[src/design/ile_pkg.sv]
// ile_pkg: operation and status codes and the cell control struct
// for the indexed list engine; no dependencies
package ile_pkg;

  // list operations carried in the operation field
  typedef enum logic [3:0] {
    OP_INS_HEAD = 4'd0,
    OP_INS_TAIL = 4'd1,
    OP_INS_AT   = 4'd2,
    OP_RM_HEAD  = 4'd3,
    OP_RM_TAIL  = 4'd4,
    OP_RM_AT    = 4'd5,
    OP_READ     = 4'd6,
    OP_REPLACE  = 4'd7,
    OP_EXISTS   = 4'd8,
    OP_EQUAL_AT = 4'd9,
    OP_SWAP     = 4'd10,
    OP_CLEAR    = 4'd11
  } ile_op_t;

  // result status codes
  typedef enum logic [1:0] {
    ST_OK    = 2'd0,
    ST_RANGE = 2'd1,
    ST_EMPTY = 2'd2,
    ST_FULL  = 2'd3
  } ile_status_t;

  // broadcast control to every cell of the chain, at most one bit set
  typedef struct packed {
    logic ins;  // open a gap at the target and load the new word
    logic rm;   // close the gap at the target
    logic put;  // overwrite the target with the new word
    logic swp;  // exchange the words at both targets
  } ile_cell_ctl_t;

endpackage

[src/design/ile_cell.sv]
// ile_cell: one storage cell of the list chain, holds one word and
// shifts to or from its neighbors; depends on ile_pkg
module ile_cell
  import ile_pkg::*;
#(
  parameter int DATA_WIDTH = 32,
  parameter int IDX_W      = 6,
  parameter int CNT_W      = 7,
  parameter int INDEX      = 0
) (
  input  logic                  clk,
  input  ile_cell_ctl_t         ctl,
  input  logic [IDX_W-1:0]      tgt,
  input  logic [IDX_W-1:0]      tgt2,
  input  logic [CNT_W-1:0]      count,
  input  logic [DATA_WIDTH-1:0] new_word,
  input  logic [DATA_WIDTH-1:0] swap_a,
  input  logic [DATA_WIDTH-1:0] swap_b,
  input  logic [DATA_WIDTH-1:0] left_word,
  input  logic [DATA_WIDTH-1:0] right_word,
  output logic [DATA_WIDTH-1:0] word,
  output logic                  hit
);

  localparam logic [IDX_W-1:0] MY_IX  = IDX_W'(INDEX);
  localparam logic [CNT_W-1:0] MY_CNT = CNT_W'(INDEX);

  logic [DATA_WIDTH-1:0] word_r;
  logic [DATA_WIDTH-1:0] word_nxt;

  // next word from the broadcast command
  always_comb begin
    word_nxt = word_r;
    if (ctl.ins) begin
      if (MY_IX == tgt) begin
        word_nxt = new_word;
      end else if (MY_IX > tgt) begin
        word_nxt = left_word;
      end
    end else if (ctl.rm) begin
      if (MY_IX >= tgt) begin
        word_nxt = right_word;
      end
    end else if (ctl.put) begin
      if (MY_IX == tgt) begin
        word_nxt = new_word;
      end
    end else if (ctl.swp) begin
      if (MY_IX == tgt) begin
        word_nxt = swap_b;
      end else if (MY_IX == tgt2) begin
        word_nxt = swap_a;
      end
    end
  end

  // word storage
  always_ff @(posedge clk) begin
    word_r <= word_nxt;
  end

  // membership compare, only for occupied cells
  assign hit  = (MY_CNT < count) && (word_r == new_word);
  assign word = word_r;

endmodule

[config.mk]
export PLATFORM = sky130hd
export DESIGN_NAME = ile_cell
export DESIGN_NICKNAME = d
export VERILOG_FILES = /design/src/design/ile_pkg.sv /design/src/design/ile_cell.sv
export SDC_FILE = /design/constraint.sdc
export NUM_CORES = 1
export LEC_CHECK = 0
export ABC_AREA = 1
export BUFFER_PORTS_ARGS = -buffer_cell sky130_fd_sc_hd__buf_4
export CAP_MARGIN = 20
export CORE_UTILIZATION = 46
export CTS_CLUSTER_DIAMETER = 200
export DETAILED_ROUTE_END_ITERATION = 6
export GPL_TIMING_DRIVEN = 1
export PLACE_DENSITY_LB_ADDON = 0.15
export SYNTH_ARGS = -nofsm -noshare
export SYNTH_HDL_FRONTEND = slang
export SYNTH_SLANG_ARGS = --single-unit
[constraint.sdc]
create_clock -name clk -period 7.25 [get_ports clk]
set_clock_uncertainty 0.15 [all_clocks]
set_input_delay 0 -clock clk [delete_from_list [all_inputs] [get_ports clk]]
set_output_delay 0 -clock clk [all_outputs]
set_load 0.01 [all_outputs]
==> After elaboration in Yosys (flattened, before gate mapping) <==
Index checks and enable logic that the tools add are counted.
{ "word_totals": {"out_inout_bits": 33, "reg_bits": 32} }
{ "classes": {"eq_ne": 4, "muxes": 10, "n_reduce_logical": 6, "n_lt_le_gt_ge": 3} }
{ "op_table": {"columns": ["operator", "count"], "rows": [
  ["2-to-1 mux 32 bit", 10],
  ["equality test 32 bit", 1],
  ["logical NOT 6 bit", 2],
  ["nonzero test 4 bit", 2],
  ["< comparator 1 x 7 -> 1 bit, first input constant", 1],
  [">= comparator 1 x 6 -> 1 bit, first input constant", 1],
  ["greater-than comparator 1 x 6 -> 1 bit, first input constant", 1],
  ["inequality test 3 x 1 -> 1 bit, second input constant", 2],
  ["AND reduction 5 bit", 1],
  ["inequality test 4 x 1 -> 1 bit, second input constant", 1],
  ["logical AND 1 bit", 1]
]} }

==> Longest topological paths before layout <==
{ "depth": {"ltp_word": 7, "depth_mapped": 8} }

==> Worst setup path after synthesis <==
OpenSTA, ideal clock, no wires.
{ "synth_path": {"path_kind": "input-to-reg", "start": "input ctl[2] (netlist bit)", "end": "register word_r[0], in the netlist word[0], enable pin", "n_path_buf": 2, "setup_time_ns": 0.432, "t_arrival_ns": 2.230, "cell_stages": 5, "path_slack_ns": 4.438, "path_cell_list": "buf_6 > nor3_4 > buf_6 > nand3_1 > a21oi_1"} }
{ "synth_via": {"elab_chain_cells": 2} }
{ "synth_lines": {"columns": ["element", "line", "rtl"], "rows": [
  ["from (decl)", "ile_cell.sv:12", "input ile_cell_ctl_t ctl,"],
  ["inequality test 4 x 1 -> 1 bit (no source line) (tied with other cells)", null, null],
  ["AND reduction 5 bit (no source line) (*)", null, null],
  ["to (signal assigned)", "ile_cell.sv:59", "word_r <= word_nxt;"],
  ["to (decl)", "ile_cell.sv:28", "logic [DATA_WIDTH-1:0] word_r;"]
]} }
Every way passes the cells marked *; elsewhere a longest branch is shown, timed or not.
A chain may end at the register's enable or synchronous reset.

==> Worst setup path in the final report <==
{ "layout_path": {"start": "input tgt[5]", "end": "register word_r[3], in the netlist word[3], data pin"} }
{ "layout_via": {"elab_chain_cells": 6} }
{ "layout_lines": {"columns": ["element", "line", "rtl"], "rows": [
  ["from (decl)", "ile_cell.sv:13", "input logic [IDX_W-1:0] tgt,"],
  ["logical NOT 6 bit (*)", "ile_cell.sv:35, ile_cell.sv:49", null],
  ["2-to-1 mux 32 bit", "ile_cell.sv:49", "if (MY_IX == tgt) begin"],
  ["2-to-1 mux 32 bit", "ile_cell.sv:48", "end else if (ctl.swp) begin"],
  ["2-to-1 mux 32 bit", "ile_cell.sv:44", "end else if (ctl.put) begin"],
  ["2-to-1 mux 32 bit", "ile_cell.sv:40", "end else if (ctl.rm) begin"],
  ["2-to-1 mux 32 bit (*)", "ile_cell.sv:34", "if (ctl.ins) begin"],
  ["via word_nxt[3]", "ile_cell.sv:29", "logic [DATA_WIDTH-1:0] word_nxt;"]
]} }
Mark *: on every way through the listed nets, which the timed path passes. The rest lies on a longest branch. The select of a mux whose other input is x is not followed.

==> flow_metrics.tcl <==
set metrics [dict create \
    syn-num-nets 646 \
    cts-htree-levels 2 \
    netlist_area_um2 3230 \
    top_level_ports 217 \
    grt_usage_pct 37.0 \
    die_x_um 85.8 \
    area_growth_pct 79.7 \
    io_buffers 216 \
    yosysWarnings 0 \
    core-area_um2 6790 \
    wire_per_inst_um 16.6 \
    seq_area_frac_synth_pct 29.8 \
    antennaDiodeCount 0 \
    crit_required_ns 7.25 \
    stdcell_area_um2 5800 \
    grt-ovfl-total 0 \
    peakVddDrop_mv 0.0589 \
    status "complete, no violations" \
    hold_violations 0 \
    gr-usage-met2_pct 67.5 \
    period_needed_ns 3.78 \
    drt_pass1_iterations 5 \
    die_y_um 85.8 \
    grt_max_degree 55 \
    dp_hpwl_um 8480 \
    drt_iter0_markers 270 \
    start_kind "input pin" \
    drive_gt1_share_pct 31.4 \
    worstMarginPinSlew_ns 1.08 \
    cts_root_buf "clkbuf_8" \
    antenna_left 0 \
    tns_ns 0 \
    worstHoldPathCells 4 \
    cap_violations 0 \
    cts_resized 0 \
    drt-total-wl_um 14000 \
    worstSetupEndpointType "flop" \
    globalplace.congestion 0.842 \
    final_cell_mix "218 x buf_4, 113 x nand2_1, 87 x dlygate4sd3_1" \
    antenna_found_initial 0 \
    cts_buffers 5 \
    cts_hold_buf 87 \
    grtUsageMet1_pct 38.9 \
    num_rows 30 \
    postSynthAreaPerCell_um2 6.98 \
    period_share_pct 52.1 \
    drc 0 \
    finalSetupViolations 0 \
    dieArea_um2 7350 \
    leakagePower_nw 2.62 \
    synth_cell_types 25 \
    cp_max_fo 54 \
    route.vias.total 4658 \
    rsz0062_at_grt "false" \
    grt_pass1_vias 4781 \
    hold_path_class "in -> reg" \
    path_class "in -> reg" \
    grt_pass1_wl_um 21200 \
    met3_usage_pct 7.51 \
    cts_tree "yes" \
    clockBufferDepth 2 \
    max_freq_ghz 0.265 \
    place_area_um2 4800 \
    drv_slew 0 \
    largest_reg_flops 32 \
    power.density_nw_per_um2 98.1 \
    start_util_pct 47.5 \
    ys_ff_latch 32 \
    clock_sinks 32 \
    maxSlewHeadroom_pct 27.5 \
    postCtsSetupRepairBufs 0 \
    nNetsFinal 930 \
    viasPerCell 5.53 \
    cp.arrival_ns 3.78 \
    busiest_layer "met2" \
    fill_cells 402 \
    final_common_cell "buf_4" \
    path_clk_slew_ns 0.08 \
    netlist_instances 462 \
]
==> routing by layer <==
metal	vias up	wire length (um)
met5	-	0
met4	0	703
met3	69	1220
met2	314	7050
met1	2134	5020
li1	2141	-
==> logic make-up (layout without fill, tap and decap cells) <==
family / Yosys count / in the layout / share of synthesized area [%]
and+or+nand+nor: 211 / 211 / 30.7
AOI/OAI and AO/OA: 124 / 124 / 24.2
buffers and inverters: 83 / 367 / 12.1
DFF: 32 / 32 / 29.8
xor gates and xnor gates: 12 / 12 / 3.26
==> power breakdown <==
| part | internal (W) | switching (W) | total, W |
|---|---|---|---|
| sequential | 0.000209 | 0.00000183 | 0.000211 |
| combinational | 0.000135 | 0.0000831 | 0.000218 |
| clock | 0.0000655 | 0.0000743 | 0.000140 |
| total | 0.000409 | 0.000159 | 0.000569 |
==> critical path, stage by stage <==
cell and delay, ns:
buf_4 0.11, nor2_2 0.10, nand3_2 0.66, inv_2 0.87
buf_4 0.58, o21ai_1 0.14, dlygate4sd3_1 0.60, nand3b_1 0.10
dlygate4sd3_1 0.55
==> cell usage after synthesis <==
cell      count  area [um2]
a21oi_1       1        5.00
buf_2         9        45.0
buf_4         2        15.0
buf_6         8        90.1
clkbuf_1     11        41.3
edfxtp_1     32         961
inv_1        52         195
inv_2         1        3.75
nand2_1     113         424
nand3_1      36         180
nand3_2       1        10.0
nand3b_1     32         240
nor2_1       22        82.6
nor2_2        2        12.5
nor2b_1       1        6.26
nor3_1        1        5.00
nor3_4        1        16.3
nor4_1        2        12.5
o211ai_1     30         225
o211ai_2      2        25.0
o21a_1       28         210
o21ai_0      38         190
o21ai_1      25         125
xnor2_1      11        96.3
xor2_1        1        8.76
==> final timing paths <==
path / slack [ns] / from / endpoint
hold / removal: 0.07 / tgt2[2] / word[9]
setup / recovery: 3.47 / tgt[5] / word[3]
==> stage by stage <==
| step | power [W] | setup slack (ns) | std cells | util (%) | hold WS (ns) |
|---|---|---|---|---|---|
| 2_1_floorplan | 0.000282 | 4.44 | 462 | - | 0.0696 |
| 3_3_place_gp | 0.000374 | 4.40 | 746 | 70.7 | 0.157 |
| 3_5_place_dp | 0.000378 | 4.26 | 746 | 70.7 | 0.166 |
| 4_1_cts | 0.000558 | 3.71 | 840 | 84.7 | 0.299 |
| 5_1_grt | 0.000589 | 3.35 | 842 | 85.4 | 0.0854 |
| 6_report | 0.000569 | 3.47 | 842 | 85.4 | 0.0713 |
==> area by class of cell <==
| class | count | area, um2 | share of cell area, % |
|---|---|---|---|
| clock buffers | 6 | 72.6 | 1.25 |
| clock inverters | 1 | 5.00 | 0.0863 |
| inverters | 53 | 199 | 3.43 |
| multi-input cells | 347 | 1890 | 32.5 |
| flip-flops and latches | 32 | 961 | 16.6 |
| well taps | 96 | 120 | 2.07 |
| repair buffers | 307 | 2550 | 44.1 |
Note: power is estimated with default switching activity, not from simulation.
